File: src/rtl/spvm_pkg.sv
package spvm_pkg;

  // Field widths of the scan and result words.
  localparam int unsigned TIME_W  = 32;
  localparam int unsigned SPEED_W = 16;
  localparam int unsigned GAZE_W  = 16;
  localparam int unsigned AMP_W   = GAZE_W + 1;

  // Configuration port.
  localparam int unsigned ADDR_W = 3;
  localparam int unsigned DATA_W = 32;

  // Register index, taken from the word address (byte address / 4).
  typedef enum logic [0:0] {
    REG_EYE_SELECT = 1'b0
  } reg_index_t;

  // Eye selection codes.
  typedef enum logic [0:0] {
    EYE_RIGHT = 1'b0,
    EYE_LEFT  = 1'b1
  } eye_t;

  // One scan word, first field in the lowest bits.
  typedef struct packed {
    logic signed [GAZE_W-1:0]  left_gaze_y;
    logic signed [GAZE_W-1:0]  left_gaze_x;
    logic signed [GAZE_W-1:0]  right_gaze_y;
    logic signed [GAZE_W-1:0]  right_gaze_x;
    logic        [SPEED_W-1:0] left_speed;
    logic        [SPEED_W-1:0] right_speed;
    logic        [TIME_W-1:0]  scan_time;
  } scan_t;

  localparam int unsigned RESULT_BITS = SPEED_W + 4 * TIME_W + 2 * AMP_W;
  localparam int unsigned RESULT_PAD  = (8 - (RESULT_BITS % 8)) % 8;
  localparam int unsigned RESULT_W    = RESULT_BITS + RESULT_PAD;

  // One result word, first field in the lowest bits, zero filled at the top.
  typedef struct packed {
    logic        [RESULT_PAD-1:0] pad;
    logic signed [AMP_W-1:0]      amplitude_y;
    logic signed [AMP_W-1:0]      amplitude_x;
    logic        [TIME_W-1:0]     total_time;
    logic        [TIME_W-1:0]     fall_time;
    logic        [TIME_W-1:0]     plateau_time;
    logic        [TIME_W-1:0]     rise_time;
    logic        [SPEED_W-1:0]    peak_speed;
  } result_t;

endpackage

File: src/rtl/saccade_peak_velocity_metrics.sv
// Channel   Direction  Width  Contents
// s_axis    in         128    one scan; tlast marks the final scan of a saccade
// m_axis    out        184    one result per saccade, on its final scan
// apb       in/out     32     eye_select at byte address 0
//
// The velocity compare and peak-time update sit in front of the segment
// registers, so a new scan can enter every cycle while s_axis_tready is high.
// The result of a final scan shows on m_axis in the cycle after it is taken.
// A waiting result stalls the input only while m_axis_tready is low.
// rst is synchronous and clears the segment state and the result valid.
module saccade_peak_velocity_metrics (
  input  logic                                 clk,
  input  logic                                 rst,
  // Scan input.
  input  logic                                 s_axis_tvalid,
  output logic                                 s_axis_tready,
  // Fields from bit 0 up: scan_time, right_speed, left_speed, right_gaze_x,
  // right_gaze_y, left_gaze_x, left_gaze_y.
  input  logic [$bits(spvm_pkg::scan_t)-1:0]   s_axis_tdata,
  input  logic                                 s_axis_tlast,
  // Result output.
  output logic                                 m_axis_tvalid,
  input  logic                                 m_axis_tready,
  // Fields from bit 0 up: peak_speed, rise_time, plateau_time, fall_time,
  // total_time, amplitude_x, amplitude_y, then zero fill.
  output logic [spvm_pkg::RESULT_W-1:0]        m_axis_tdata,
  // Configuration.
  input  logic                                 psel,
  input  logic                                 penable,
  input  logic                                 pwrite,
  input  logic [spvm_pkg::ADDR_W-1:0]          paddr,
  input  logic [spvm_pkg::DATA_W-1:0]          pwdata,
  output logic [spvm_pkg::DATA_W-1:0]          prdata,
  output logic                                 pready
);

  localparam int unsigned TW = spvm_pkg::TIME_W;
  localparam int unsigned SW = spvm_pkg::SPEED_W;
  localparam int unsigned GW = spvm_pkg::GAZE_W;
  localparam int unsigned AW = spvm_pkg::AMP_W;

  spvm_pkg::eye_t    eye_select;
  logic              in_segment;
  logic [TW-1:0]     start_time;
  logic [SW-1:0]     best_speed;
  logic [TW-1:0]     peak_first_time;
  logic [TW-1:0]     peak_last_time;
  logic signed [GW-1:0] start_gaze_x;
  logic signed [GW-1:0] start_gaze_y;
  spvm_pkg::result_t result;

  spvm_pkg::scan_t   scan;
  logic              accept;
  logic              reg_hit;
  logic [SW-1:0]     speed;
  logic signed [GW-1:0] gaze_x;
  logic signed [GW-1:0] gaze_y;
  logic              opening;
  logic [TW-1:0]     start_time_next;
  logic [SW-1:0]     best_base;
  logic [SW-1:0]     best_speed_next;
  logic [TW-1:0]     peak_first_time_next;
  logic [TW-1:0]     peak_last_time_next;
  logic signed [GW-1:0] start_gaze_x_next;
  logic signed [GW-1:0] start_gaze_y_next;
  spvm_pkg::result_t result_next;

  // Configuration port: always ready, one register decoded on the word address.
  assign pready  = 1'b1;
  assign reg_hit = (paddr[spvm_pkg::ADDR_W-1:2] == spvm_pkg::REG_EYE_SELECT);

  always_ff @(posedge clk) begin
    if (rst) begin
      eye_select <= spvm_pkg::EYE_RIGHT;
    end else if (psel && penable && pwrite && pready && reg_hit) begin
      eye_select <= spvm_pkg::eye_t'(pwdata[0]);
    end
  end

  always_comb begin
    prdata = '0;
    if (reg_hit) begin
      prdata[0] = eye_select;
    end
  end

  // A scan is taken whenever the result register is empty or being drained.
  assign s_axis_tready = !m_axis_tvalid || m_axis_tready;
  assign accept        = s_axis_tvalid && s_axis_tready;
  assign scan          = spvm_pkg::scan_t'(s_axis_tdata);

  // Pick the measured eye.
  always_comb begin
    case (eye_select)
      spvm_pkg::EYE_LEFT: begin
        speed  = scan.left_speed;
        gaze_x = scan.left_gaze_x;
        gaze_y = scan.left_gaze_y;
      end
      default: begin
        speed  = scan.right_speed;
        gaze_x = scan.right_gaze_x;
        gaze_y = scan.right_gaze_y;
      end
    endcase
  end

  // Segment update: an opening scan restarts the state, then the velocity
  // is compared against the running peak.
  always_comb begin
    opening              = !in_segment;
    start_time_next      = opening ? scan.scan_time : start_time;
    start_gaze_x_next    = opening ? gaze_x : start_gaze_x;
    start_gaze_y_next    = opening ? gaze_y : start_gaze_y;
    best_base            = opening ? '0 : best_speed;
    best_speed_next      = best_base;
    peak_first_time_next = opening ? scan.scan_time : peak_first_time;
    peak_last_time_next  = opening ? scan.scan_time : peak_last_time;
    if (speed > best_base) begin
      best_speed_next      = speed;
      peak_first_time_next = scan.scan_time;
      peak_last_time_next  = scan.scan_time;
    end else if (speed == best_base) begin
      peak_last_time_next  = scan.scan_time;
    end
  end

  // Result of a final scan; durations wrap modulo 2^32.
  always_comb begin
    result_next              = '0;
    result_next.peak_speed   = best_speed_next;
    result_next.rise_time    = peak_first_time_next - start_time_next;
    result_next.plateau_time = peak_last_time_next - peak_first_time_next;
    result_next.fall_time    = scan.scan_time - peak_last_time_next;
    result_next.total_time   = scan.scan_time - start_time_next;
    result_next.amplitude_x  = AW'(start_gaze_x_next) - AW'(gaze_x);
    result_next.amplitude_y  = AW'(start_gaze_y_next) - AW'(gaze_y);
  end

  // Segment control state.
  always_ff @(posedge clk) begin
    if (rst) begin
      in_segment      <= 1'b0;
      start_time      <= '0;
      best_speed      <= '0;
      peak_first_time <= '0;
      peak_last_time  <= '0;
      start_gaze_x    <= '0;
      start_gaze_y    <= '0;
    end else if (accept) begin
      in_segment      <= !s_axis_tlast;
      start_time      <= start_time_next;
      best_speed      <= best_speed_next;
      peak_first_time <= peak_first_time_next;
      peak_last_time  <= peak_last_time_next;
      start_gaze_x    <= start_gaze_x_next;
      start_gaze_y    <= start_gaze_y_next;
    end
  end

  // Result register.
  always_ff @(posedge clk) begin
    if (rst) begin
      m_axis_tvalid <= 1'b0;
    end else if (accept && s_axis_tlast) begin
      m_axis_tvalid <= 1'b1;
    end else if (m_axis_tready) begin
      m_axis_tvalid <= 1'b0;
    end
  end

  always_ff @(posedge clk) begin
    if (accept && s_axis_tlast) begin
      result <= result_next;
    end
  end

  assign m_axis_tdata = result;

  // A non-final scan leaves a segment open.
  a_open_after_scan: assert property (@(posedge clk) disable iff (rst)
    accept && !s_axis_tlast |=> in_segment)
    else $error("segment not open after a non-final scan");

  // A final scan closes the segment and presents a result.
  a_close_after_last: assert property (@(posedge clk) disable iff (rst)
    accept && s_axis_tlast |=> !in_segment && m_axis_tvalid)
    else $error("final scan did not close the segment with a result");

  // The three phases add up to the total duration.
  a_phase_sum: assert property (@(posedge clk) disable iff (rst)
    m_axis_tvalid |-> (TW'(result.rise_time + result.plateau_time
                           + result.fall_time) == result.total_time))
    else $error("rise, plateau and fall do not sum to total");

  // Peak times stay ordered relative to each other within an open segment
  // only in the wrapping sense, so check the peak speed held is the best.
  a_peak_held: assert property (@(posedge clk) disable iff (rst)
    accept && s_axis_tlast |=> result.peak_speed == $past(best_speed_next))
    else $error("result peak speed differs from tracked peak");

endmodule
File: config.mk
export PLATFORM = sky130hd
export DESIGN_NAME = saccade_peak_velocity_metrics
export DESIGN_NICKNAME = d
export VERILOG_FILES = /design/src/rtl/spvm_pkg.sv /design/src/rtl/saccade_peak_velocity_metrics.sv
export SDC_FILE = /design/constraint.sdc
export NUM_CORES = 1
export LEC_CHECK = 0
export BUFFER_PORTS_ARGS = -buffer_cell sky130_fd_sc_hd__buf_2
export CAP_MARGIN = 20
export CORE_MARGIN = 1
export CORE_UTILIZATION = 42
export CTS_BUF_LIST = sky130_fd_sc_hd__clkbuf_4
export DETAILED_ROUTE_END_ITERATION = 10
export GPL_ROUTABILITY_DRIVEN = 0
export PLACE_DENSITY = 0.72
export SLEW_MARGIN = 20
export SYNTH_ARGS = -nofsm -noshare
export SYNTH_HDL_FRONTEND = slang
export SYNTH_SLANG_ARGS = --single-unit
File: constraint.sdc
create_clock -name clk -period 9 [get_ports clk]
set_input_delay 1.8 -clock clk [delete_from_list [all_inputs] [get_ports clk]]
set_output_delay 1.8 -clock clk [all_outputs]
set_load 0.02 [all_outputs]
==> out/qor.tcl, run 1 <==
set qor(result_of_the_run) {completed}
set qor(worst_path_most_repeated_cell) {sky130_fd_sc_hd__nor2_1}
set qor(via_per_inst) 5.53
set qor(grt_remaining_overflow) 0
set qor(timing.critical_path.buf_inv) 1
set qor(fp.dieW_um) 235
set qor(irDropWorstVdd_mv) 0.0942
set qor(finalCoreUtilization_pct) 49.0
set qor(crit_family) {compound AO/OA/AOI/OAI gates}
set qor(maxClockFrequency_ghz) 0.138
set qor(totalWireLength_mm) 65.7
set qor(final-setup-viol-count) 0
set qor(global_route.usage.total_pct) 23.7
set qor(critical_path_arrival_ps) 7810
set qor(ctsHoldBuffers) 0
set qor(timing.setup.critical_path_class) {in2reg}
set qor(post_synth_inst_count) 2669
set qor(synth_edf_count) 178
set qor(areaGrowthSynthToFinish_pct) 14.3
set qor(clock_tree.root_cell) {sky130_fd_sc_hd__clkbuf_4}
set qor(leading_cell_type_by_number_of_instances_after_synthesis) {sky130_fd_sc_hd__nand2_1}
set qor(yosysWarnings) 0
set qor(setup_total_negative_slack_ps) 0
set qor(critical_path_required_ps) 9550
set qor(drv_slew) 0
set qor(hold_class) {reg2reg}
set qor(dpl.hpwl_mm) 47.1
set qor(ant_nets) 0
set qor(crit_path_end_kind) {flip-flop}
set qor(postLayoutCellArea_mm2) 0.0260
set qor(cts.reportedPaths.clkPinSlew_ps) 60
set qor(drt_wl_cell_um) 17.5
set qor(fraction_of_layout_cells_with_a_size_suffix_above_1_pct) 18.9
set qor(syn_area_mm2) 0.0227
set qor(row_count) 84
set qor(drt_iter0_drc) 1520
set qor(fin_cells) 3744
set qor(synth_sequential_area_ratio_pct) 36.4
set qor(grt_antenna_before_repair) 6
set qor(clock_tree.buffer_depth) 3
set qor(finalClockSkew_ps) 91.6
set qor(report.power.total_mw) 4.82
set qor(relSlewSlack_pct) 32.4
set qor(layout.nets) 3271
set qor(total_of_cells_resized_after_clock_tree_synthesis) 0
set qor(synth_top_area_cell) {sky130_fd_sc_hd__edfxtp_1}
set qor(post-route-worst-setup-slack_ps) 1750
set qor(port_buffers) 318
set qor(power_density_mw_per_mm2) 186
set qor(path_cells) {buf_2 -> mux2_2 -> ha_1 -> nand4_2 -> nor2_1 -> and2_1 -> o31ai_4 -> nand2_4 -> nand2_1 -> nand2_1 -> ha_1 -> o21a_1 -> nor2_1 -> nor2_1 -> o2111a_1 -> a211oi_1 -> o21ai_0 -> a21oi_1 -> o21ai_1 -> o21ai_1 -> a21oi_1 -> o31ai_1 -> xnor2_1}
set qor(clk-insertion-delay-late_ps) 870
set qor(crit_path_start_kind) {primary input}
set qor(io-pin-count) 390
set qor(grt_first_pass_wirelength_mm) 105
set qor(synth.distinct_cells) 102
set qor(yosysTopAreaCellShare_pct) 23.5
set qor(chipHeight_um) 235
set qor(critical_path.max_stage_delay_ps) 730
set qor(post_dp_cell_area_mm2) 0.0247
set qor(vias) 20700
set qor(grt_pass1_vias) 19600
set qor(clock_tree_from_tritoncts) {done}
set qor(start_util_pct) 42.8
set qor(final_worst_path_cycle_share_pct) 80.6
set qor(synth_commonest_cells) {380 x sky130_fd_sc_hd__nand2_1, 271 x sky130_fd_sc_hd__nor2_1, 264 x sky130_fd_sc_hd__a21oi_1}
set qor(slowest_stage) {sky130_fd_sc_hd__a211oi_1}
set qor(maxCapViolations) 0
set qor(syn-mean-instance-area_um2) 8.52
set qor(synth.area.top_cells) {sky130_fd_sc_hd__edfxtp_1 24%, sky130_fd_sc_hd__dfxtp_1 13%, sky130_fd_sc_hd__ha_1 6.8%}
set qor(die_area_mm2) 0.0551
set qor(postCtsSetupRepairBufs) 0
set qor(critPathMaxFanout) 23
set qor(timing.final.hold_violations) 0
set qor(final.min_clock_period_ps) 7250
set qor(detail_route.first_pass.iterations) 6
set qor(post-place-ws_ps) 993
set qor(timing_worst_slew_pin_value_ps) 1010
set qor(timing.hold.ws_ps) 453
set qor(final_routed_drc_violation_total) 0
set qor(cts_sinks) 325
set qor(dominantRegCellSynth) {sky130_fd_sc_hd__edfxtp_1}
set qor(grt_setup_unrepaired) {no}
set qor(postSynth.asyncResetShare_pct) 0
set qor(htree_depth) 3
set qor(dpl.cell_count) 3563
set qor(numCtsBuffers) 95
set qor(grt_max_degree) 123
set qor(core_region_area_mm2) 0.0531
set qor(total_leakage_power_nw) 10.8
set qor(yosys_register_bits) 325
-- where the power goes --
part / switching (mW) / internal, mW
combinational: 0.978 / 0.566
sequential: 0.0639 / 1.76
clock: 0.683 / 0.774
total: 1.72 / 3.10
-- logic make-up (layout without fill, tap and decap cells) --
family / Yosys count / after routing / synth area share, %
simple gates: 880 / 880 / 17.2
flops: 325 / 325 / 36.4
fa+ha+maj: 151 / 151 / 8.19
other cells: 2 / 44 / 0.0330
xor+xnor: 137 / 137 / 5.34
mux: 134 / 134 / 6.06
buf+inv: 289 / 634 / 5.54
compound gates: 751 / 751 / 21.2
-- worst register-to-register path, cell delays in order, from the launching register on --
cell and delay [ps]:
sky130_fd_sc_hd__dfxtp_2 720, sky130_fd_sc_hd__mux2_2 440, sky130_fd_sc_hd__ha_1 330, sky130_fd_sc_hd__nand4_2 240, sky130_fd_sc_hd__nor2_1 110, sky130_fd_sc_hd__and2_1 200
sky130_fd_sc_hd__o31ai_4 680, sky130_fd_sc_hd__nand2_4 400, sky130_fd_sc_hd__nand2_1 180, sky130_fd_sc_hd__nand2_1 90, sky130_fd_sc_hd__ha_1 330, sky130_fd_sc_hd__o21a_1 230
sky130_fd_sc_hd__nor2_1 130, sky130_fd_sc_hd__nor2_1 70, sky130_fd_sc_hd__o2111a_1 230, sky130_fd_sc_hd__a211oi_1 730, sky130_fd_sc_hd__o21ai_0 250, sky130_fd_sc_hd__a21oi_1 330
sky130_fd_sc_hd__o21ai_1 300, sky130_fd_sc_hd__o21ai_1 240, sky130_fd_sc_hd__a21oi_1 150, sky130_fd_sc_hd__o31ai_1 310, sky130_fd_sc_hd__xnor2_1 130
-- routing by layer --
layer  up-vias  GRT usage, %  wire length (µm)
li1      10200             -                 -
met1      9698          30.0             28500
met2       702          38.5             30300
met3       137          6.07              4790
met4         2          9.19              2130
met5         -             0                13
-- path summary, 6_finish.rpt --
check | slack (ps) | depth (start not counted) | end | from
setup / recovery | 1750 | 23 | m_axis_tdata[47] | s_axis_tdata[59]
hold / removal | 450 | 2 | start_gaze_y[8] | start_gaze_y[8]
setup reg to reg | 1930 | 22 | m_axis_tdata[47] | eye_select
hold reg to reg | 450 | 2 | start_gaze_y[8] | start_gaze_y[8]
-- layout make-up --
type / instances / area (µm²)
Antenna cell: 6 / 15.0
Clock buffer: 148 / 1110
Clock inverter: 27 / 139
Fill cell: 5161 / 27100
Inverter: 121 / 462
Multi-Input combinational cell: 2091 / 13400
Sequential cell: 325 / 8290
Tap cell: 688 / 861
Timing Repair Buffer: 338 / 1740
-- registers in the layout (all words and copies together), names as in the netlist --
register and cells:
start_gaze_y 16, start_gaze_x 16, peak_first_time 32, eye_select 1
best_speed 16, m_axis_tdata 178, in_segment 1, m_axis_tvalid 1
start_time 32, peak_last_time 32
-- cell usage in the layout, fill, tap and decap left out, types with 19 or more instances in the layout --
| master | count |
|---|---|
| sky130_fd_sc_hd__o21a_1 | 19 |
| sky130_fd_sc_hd__nand2b_1 | 35 |
| sky130_fd_sc_hd__clkbuf_4 | 148 |
| sky130_fd_sc_hd__o31ai_1 | 19 |
| sky130_fd_sc_hd__buf_2 | 317 |
| sky130_fd_sc_hd__edfxtp_1 | 178 |
| sky130_fd_sc_hd__o21ai_0 | 141 |
| sky130_fd_sc_hd__a21boi_0 | 34 |
| sky130_fd_sc_hd__buf_4 | 21 |
| sky130_fd_sc_hd__maj3_1 | 23 |
| sky130_fd_sc_hd__a21oi_1 | 264 |
| sky130_fd_sc_hd__mux2i_1 | 103 |
| sky130_fd_sc_hd__a21o_1 | 34 |
| sky130_fd_sc_hd__nor2_1 | 270 |
| sky130_fd_sc_hd__and2_1 | 19 |
| sky130_fd_sc_hd__clkinv_1 | 20 |
| sky130_fd_sc_hd__nand3_1 | 27 |
| sky130_fd_sc_hd__a211oi_1 | 67 |
| sky130_fd_sc_hd__xnor2_1 | 96 |
| sky130_fd_sc_hd__inv_1 | 119 |
| sky130_fd_sc_hd__dfxtp_1 | 145 |
| sky130_fd_sc_hd__ha_1 | 124 |
| sky130_fd_sc_hd__nor2b_1 | 34 |
| sky130_fd_sc_hd__xor2_1 | 39 |
| sky130_fd_sc_hd__conb_1 | 38 |
| sky130_fd_sc_hd__nor3_1 | 30 |
| sky130_fd_sc_hd__a31oi_1 | 29 |
| sky130_fd_sc_hd__mux2_2 | 30 |
| sky130_fd_sc_hd__nand2_1 | 379 |
Note: power is estimated with default switching activity, not from simulation.
==> inputs of run 2 (changes only) <==
PLACE_DENSITY = 0.74   (was 0.72)
clock period = 6.45 ns   (was 9 ns; I/O delays follow)
==> out/qor.tcl, run 2 (synthesized netlist as in run 1, its figures left out) <==
set qor(layout.cells.most_common_list) {379 x sky130_fd_sc_hd__nand2_1, 317 x sky130_fd_sc_hd__buf_2, 269 x sky130_fd_sc_hd__nor2_1}
set qor(post_dp_cell_area_mm2) 0.0255
set qor(post-place-ws_ps) -204
set qor(drv_slew) 0
set qor(critical_path_arrival_ps) 6640
set qor(vias) 21100
set qor(row_count) 84
set qor(dpl.cell_count) 3657
set qor(start_util_pct) 42.8
set qor(final.min_clock_period_ps) 5980
set qor(crit_path_end_kind) {flip-flop}
set qor(critical_path.max_stage_delay_ps) 520
set qor(timing.hold.ws_ps) 453
set qor(clock_tree_from_tritoncts) {done}
set qor(cellInternalPower_mw) 4.40
set qor(cp-startpoint) {eye_select}
set qor(clock_tree.root_cell) {sky130_fd_sc_hd__clkbuf_4}
set qor(timing.critical_path.buf_inv) 0
set qor(largest_reg_flops) 178
set qor(setup_total_negative_slack_ps) 0
set qor(detail_route.first_pass.iterations) 6
set qor(cts.reportedPaths.clkPinSlew_ps) 70
set qor(maxClockFrequency_ghz) 0.167
set qor(path_cells) {mux2_2 -> ha_1 -> nor2b_1 -> o211ai_1 -> a2111o_1 -> a31oi_4 -> nor2_1 -> nand2_1 -> o21ai_0 -> fa_1 -> a211o_1 -> a21oi_1 -> o21bai_1 -> a21o_1 -> o22ai_1 -> a22o_1 -> a21oi_4 -> a2111oi_4 -> a211oi_2 -> o211ai_2 -> a21oi_1 -> a211oi_1 -> xnor2_1}
set qor(ctsHoldBuffers) 0
set qor(pwr-share-seq_pct) 36.8
set qor(hold_class) {reg2reg}
set qor(crit_family) {compound AO/OA/AOI/OAI gates}
set qor(grt_max_degree) 109
set qor(total_leakage_power_nw) 11.3
set qor(clock_tree.buffer_depth) 3
set qor(clk-insertion-delay-late_ps) 910
set qor(via_per_inst) 5.49
set qor(timing_worst_slew_pin_value_ps) 1010
set qor(fin_cells) 3846
set qor(grt_antenna_before_repair) 9
set qor(combPwrFrac_pct) 33.0
set qor(drt_iter0_drc) 1524
set qor(post-route-worst-setup-slack_ps) 467
set qor(layout.nets) 3365
set qor(power_density_mw_per_mm2) 257
set qor(grt_setup_unrepaired) {no}
set qor(areaGrowthSynthToFinish_pct) 17.8
set qor(io-pin-count) 390
set qor(totalWireLength_mm) 67.5
set qor(drt_wl_cell_um) 17.6
set qor(die_area_mm2) 0.0551
set qor(grt_first_pass_wirelength_mm) 106
set qor(switching_power_mw) 2.50
set qor(cts_sinks) 325
set qor(clkPwrFrac_pct) 30.2
set qor(chipHeight_um) 235
set qor(final-setup-viol-count) 0
set qor(result_of_the_run) {completed}
set qor(regToRegStartpoint) {eye_select}
set qor(global_route.usage.total_pct) 24.1
set qor(slowest_stage) {sky130_fd_sc_hd__dfxtp_4}
set qor(postLayoutCellArea_mm2) 0.0268
set qor(critical_path_required_ps) 7110
set qor(commonest_non_fill_non_tap_cell_in_the_layout) {sky130_fd_sc_hd__nand2_1}
set qor(relSlewSlack_pct) 32.3
set qor(timing.setup.critical_path_class) {reg2reg}
set qor(htree_depth) 3
set qor(core_region_area_mm2) 0.0531
set qor(crit_path_start_kind) {flip-flop}
set qor(finalCoreUtilization_pct) 50.5
set qor(finalClockSkew_ps) 53.2
set qor(grt_pass1_vias) 19900
set qor(final_worst_path_cycle_share_pct) 92.8
set qor(maxCapViolations) 0
set qor(port_buffers) 318
set qor(critPathMaxFanout) 20
set qor(worst_path_most_repeated_cell) {sky130_fd_sc_hd__a21oi_1}
set qor(min-delay-start) {best_speed[3]}
set qor(timing.final.hold_violations) 0
set qor(grt_remaining_overflow) 0
set qor(fp.dieW_um) 235
set qor(report.power.total_mw) 6.90
set qor(dpl.hpwl_mm) 49.6
set qor(irDropWorstVdd_mv) 0.130
set qor(numCtsBuffers) 95
set qor(fraction_of_layout_cells_with_a_size_suffix_above_1_pct) 21.5
set qor(ant_nets) 0
set qor(final_routed_drc_violation_total) 0
set qor(switching_share_pct) 36.2
set qor(postCtsSetupRepairBufs) 0
-- run 2: cell count changes in the layout (fill, tap and decap cells not counted), sizes merged --
cell      change
buf          +94
clkinv       +10
diode         +3
clkbuf        -2
inv           -2
clkinvlp      -1
-- run 2: layer usage --
| metal | vias up | global-route usage (%) | part of all wire (%) |
|---|---|---|---|
| met5 | - | 0 | 0.043 |
| met4 | 6 | 9.75 | 3.4 |
| met3 | 133 | 5.82 | 7.7 |
| met2 | 762 | 39.6 | 46 |
| met1 | 9848 | 30.3 | 43 |
| li1 | 10400 | - | - |
-- run 2: worst reg2reg max path, delay by kind of cell, from the launching register on --
family / cells / cell delay [ps]
AO/OA/AOI/OAI: 16 / 3640
adder cells (fa/ha/maj): 2 / 740
flip-flops: 1 / 520
multiplexers: 1 / 410
AND/OR/NAND/NOR: 3 / 320
XOR/XNOR: 1 / 110
-- run 2: layout make-up --
cell class	count	area [µm²]
Multi-Input combinational cell	2091	13400
Timing Repair Buffer	432	2460
Fill cell	5063	26300
Clock inverter	34	183
Clock buffer	146	1100
Sequential cell	325	8300
Inverter	121	462
Antenna cell	9	22.5
Tap cell	688	861
-- run 2: what timing repair did --
action | in CTS | in global routing
gates resized for setup | 0 | 1
setup endpoints to repair | 0 | 1
endpoints found under the hold margin | 0 | 0
-- run 2: worst paths after layout --
| check | endpoint | slack (ps) | cells past startpoint |
|---|---|---|---|
| max | m_axis_tdata[46] | 470 | 23 |
| min | best_speed[3] | 450 | 2 |
| max reg2reg | m_axis_tdata[46] | 470 | 23 |
| min reg2reg | best_speed[3] | 450 | 2 |
-- run 2: power by group through the flow --
| stage | Clock (mW) | Combinational (mW) | Sequential [mW] |
|---|---|---|---|
| after floorplan | 0 | 1.46 | 2.71 |
| after CTS | 2.14 | 2.26 | 2.54 |
| after detailed placement | 0 | 2.24 | 2.58 |
| after global placement | 0 | 2.22 | 2.58 |
| final | 2.08 | 2.28 | 2.54 |
| after global routing | 2.26 | 2.50 | 2.56 |
==> inputs of run 3 (changes only) <==
BUFFER_PORTS_ARGS = -buffer_cell sky130_fd_sc_hd__buf_4   (was -buffer_cell sky130_fd_sc_hd__buf_2)
==> out/qor.tcl, run 3 (synthesized netlist as in run 1, its figures left out) <==
set qor(result_of_the_run) {completed}
set qor(fp.dieW_um) 235
set qor(detail_route.first_pass.iterations) 5
set qor(timing_worst_slew_pin_value_ps) 1020
set qor(clock_tree_from_tritoncts) {done}
set qor(irDropWorstVdd_mv) 0.184
set qor(timing.final.hold_violations) 0
set qor(grt_first_pass_wirelength_mm) 107
set qor(commonest_non_fill_non_tap_cell_in_the_layout) {sky130_fd_sc_hd__buf_4}
set qor(critical_path.max_stage_delay_ps) 480
set qor(vias) 21100
set qor(timing.critical_path.buf_inv) 1
set qor(ff_latch_area_mm2) 0.00830
set qor(worst_path_most_repeated_cell) {sky130_fd_sc_hd__a21oi_1}
set qor(final_worst_path_cycle_share_pct) 93.7
set qor(port_buffers) 318
set qor(maxClockFrequency_ghz) 0.165
set qor(chipHeight_um) 235
set qor(fraction_of_layout_cells_with_a_size_suffix_above_1_pct) 21.2
set qor(grt_setup_unrepaired) {no}
set qor(multi_input_area_mm2) 0.0134
set qor(n_fill_cell) 4988
set qor(layout.nets) 3368
set qor(critical_path_arrival_ps) 6680
set qor(ant_nets) 0
set qor(grt_antenna_before_repair) 4
set qor(hold_class) {reg2reg}
set qor(global_route.usage.total_pct) 24.2
set qor(clock_tree.buffer_depth) 3
set qor(largest_reg_flops) 178
set qor(final-setup-viol-count) 0
set qor(areaGrowthSynthToFinish_pct) 21.3
set qor(core_region_area_mm2) 0.0531
set qor(die_area_mm2) 0.0551
set qor(maxCapViolations) 0
set qor(final_routed_drc_violation_total) 0
set qor(cts.reportedPaths.clkPinSlew_ps) 70
set qor(timing.setup.critical_path_class) {reg2reg}
set qor(drt_wl_cell_um) 17.6
set qor(total_leakage_power_nw) 11.6
set qor(drv_slew) 0
set qor(final.min_clock_period_ps) 6040
set qor(finalCoreUtilization_pct) 52.0
set qor(critPathMaxFanout) 8
set qor(crit_path_start_kind) {flip-flop}
set qor(relSlewSlack_pct) 32.2
set qor(ctsHoldBuffers) 0
set qor(io-pin-count) 390
set qor(crit_family) {compound AO/OA/AOI/OAI gates}
set qor(numCtsBuffers) 92
set qor(layout.cells.most_common_list) {435 x sky130_fd_sc_hd__buf_4, 379 x sky130_fd_sc_hd__nand2_1, 270 x sky130_fd_sc_hd__nor2_1}
set qor(setup_total_negative_slack_ps) 0
set qor(crit_path_end_kind) {flip-flop}
set qor(power_density_mw_per_mm2) 251
set qor(drt_iter0_drc) 1618
set qor(slowest_stage) {sky130_fd_sc_hd__a2111o_1}
set qor(grt_max_degree) 111
set qor(clock_tree.root_cell) {sky130_fd_sc_hd__clkbuf_4}
set qor(start_util_pct) 42.8
set qor(grt_remaining_overflow) 0
set qor(report.power.total_mw) 6.91
set qor(htree_depth) 3
set qor(critical_path_required_ps) 7080
set qor(clk-insertion-delay-late_ps) 900
set qor(finalClockSkew_ps) 68.1
set qor(totalWireLength_mm) 67.7
set qor(path_cells) {buf_4 -> mux2_2 -> ha_1 -> nand4_4 -> a2111o_1 -> a31oi_4 -> nor2_1 -> nand2_1 -> o21ai_0 -> fa_1 -> a211o_1 -> a21oi_1 -> o21bai_1 -> a21o_1 -> o22ai_1 -> a22o_1 -> a21oi_4 -> a2111oi_4 -> a211oi_2 -> o211ai_2 -> a21oi_1 -> a211oi_1 -> xnor2_1}
set qor(via_per_inst) 5.50
set qor(dpl.hpwl_mm) 49.4
set qor(cts_sinks) 325
set qor(row_count) 84
set qor(grt_pass1_vias) 20000
## run 3: cell count changes in the layout (fill, tap and decap cells not counted), sizes merged
cell	previous run	this run
inv	122	125
bufinv	1	2
clkinv	32	31
buf	432	438
clkbuf	146	132
## run 3: through the flow
stage / setup WS (ps) / hold WS (ps) / cell area [µm²] / std cells
floorplan: -8.37 / 432 / 23000 / 2705
global placement: -208 / 440 / 26300 / 3658
detailed placement: -274 / 446 / 26300 / 3658
CTS: 259 / 456 / 27500 / 3827
global route: 45.6 / 474 / 27600 / 3837
finish: 406 / 454 / 27600 / 3841
## run 3: routing by layer
metal | track usage (%) | vias up | share of wire, % | routed length (µm)
met1 | 30.3 | 9833 | 42 | 28700
met5 | 0 | - | 0.013 | 9
met4 | 9.39 | 2 | 3.4 | 2300
met2 | 40.0 | 765 | 46 | 31400
met3 | 6.14 | 155 | 7.8 | 5260
li1 | - | 10400 | - | -
## run 3: cell type report
| type | count | share of cell area [%] |
|---|---|---|
| well taps | 688 | 3.12 |
| inverters | 121 | 1.67 |
| repair buffers | 438 | 12.1 |
| diodes | 9 | 0.0817 |
| flip-flops and latches | 325 | 30.1 |
| clock buffers | 132 | 3.59 |
| clock inverters | 37 | 0.780 |
| multi-input cells | 2091 | 48.6 |
## run 3: power breakdown
| part | switching [mW] | internal (mW) |
|---|---|---|
| Clock | 0.980 | 1.03 |
| Sequential | 0.0877 | 2.45 |
| Combinational | 1.41 | 0.952 |
## run 3: repair_timing
| item | CTS | global route |
|---|---|---|
| setup buffers | 0 | 5 |
| endpoints found under the hold margin | 0 | 0 |
| resized for setup | 0 | 1 |
| endpoints found under the setup margin | 0 | 3 |
## run 3: final timing paths
kind / start / endpoint / slack, ps / cells past startpoint
worst max-delay path: eye_select / m_axis_tdata[46] / 410 / 23
worst min-delay path: start_gaze_y[12] / start_gaze_y[12] / 450 / 2
worst max register to register: eye_select / m_axis_tdata[46] / 410 / 23
worst min register to register: start_gaze_y[12] / start_gaze_y[12] / 450 / 2
## run 3: worst min-delay path, stage by stage, from the launching register on
cell and delay, ps:
sky130_fd_sc_hd__dfxtp_1 310, sky130_fd_sc_hd__nand2_1 50, sky130_fd_sc_hd__a21oi_1 50
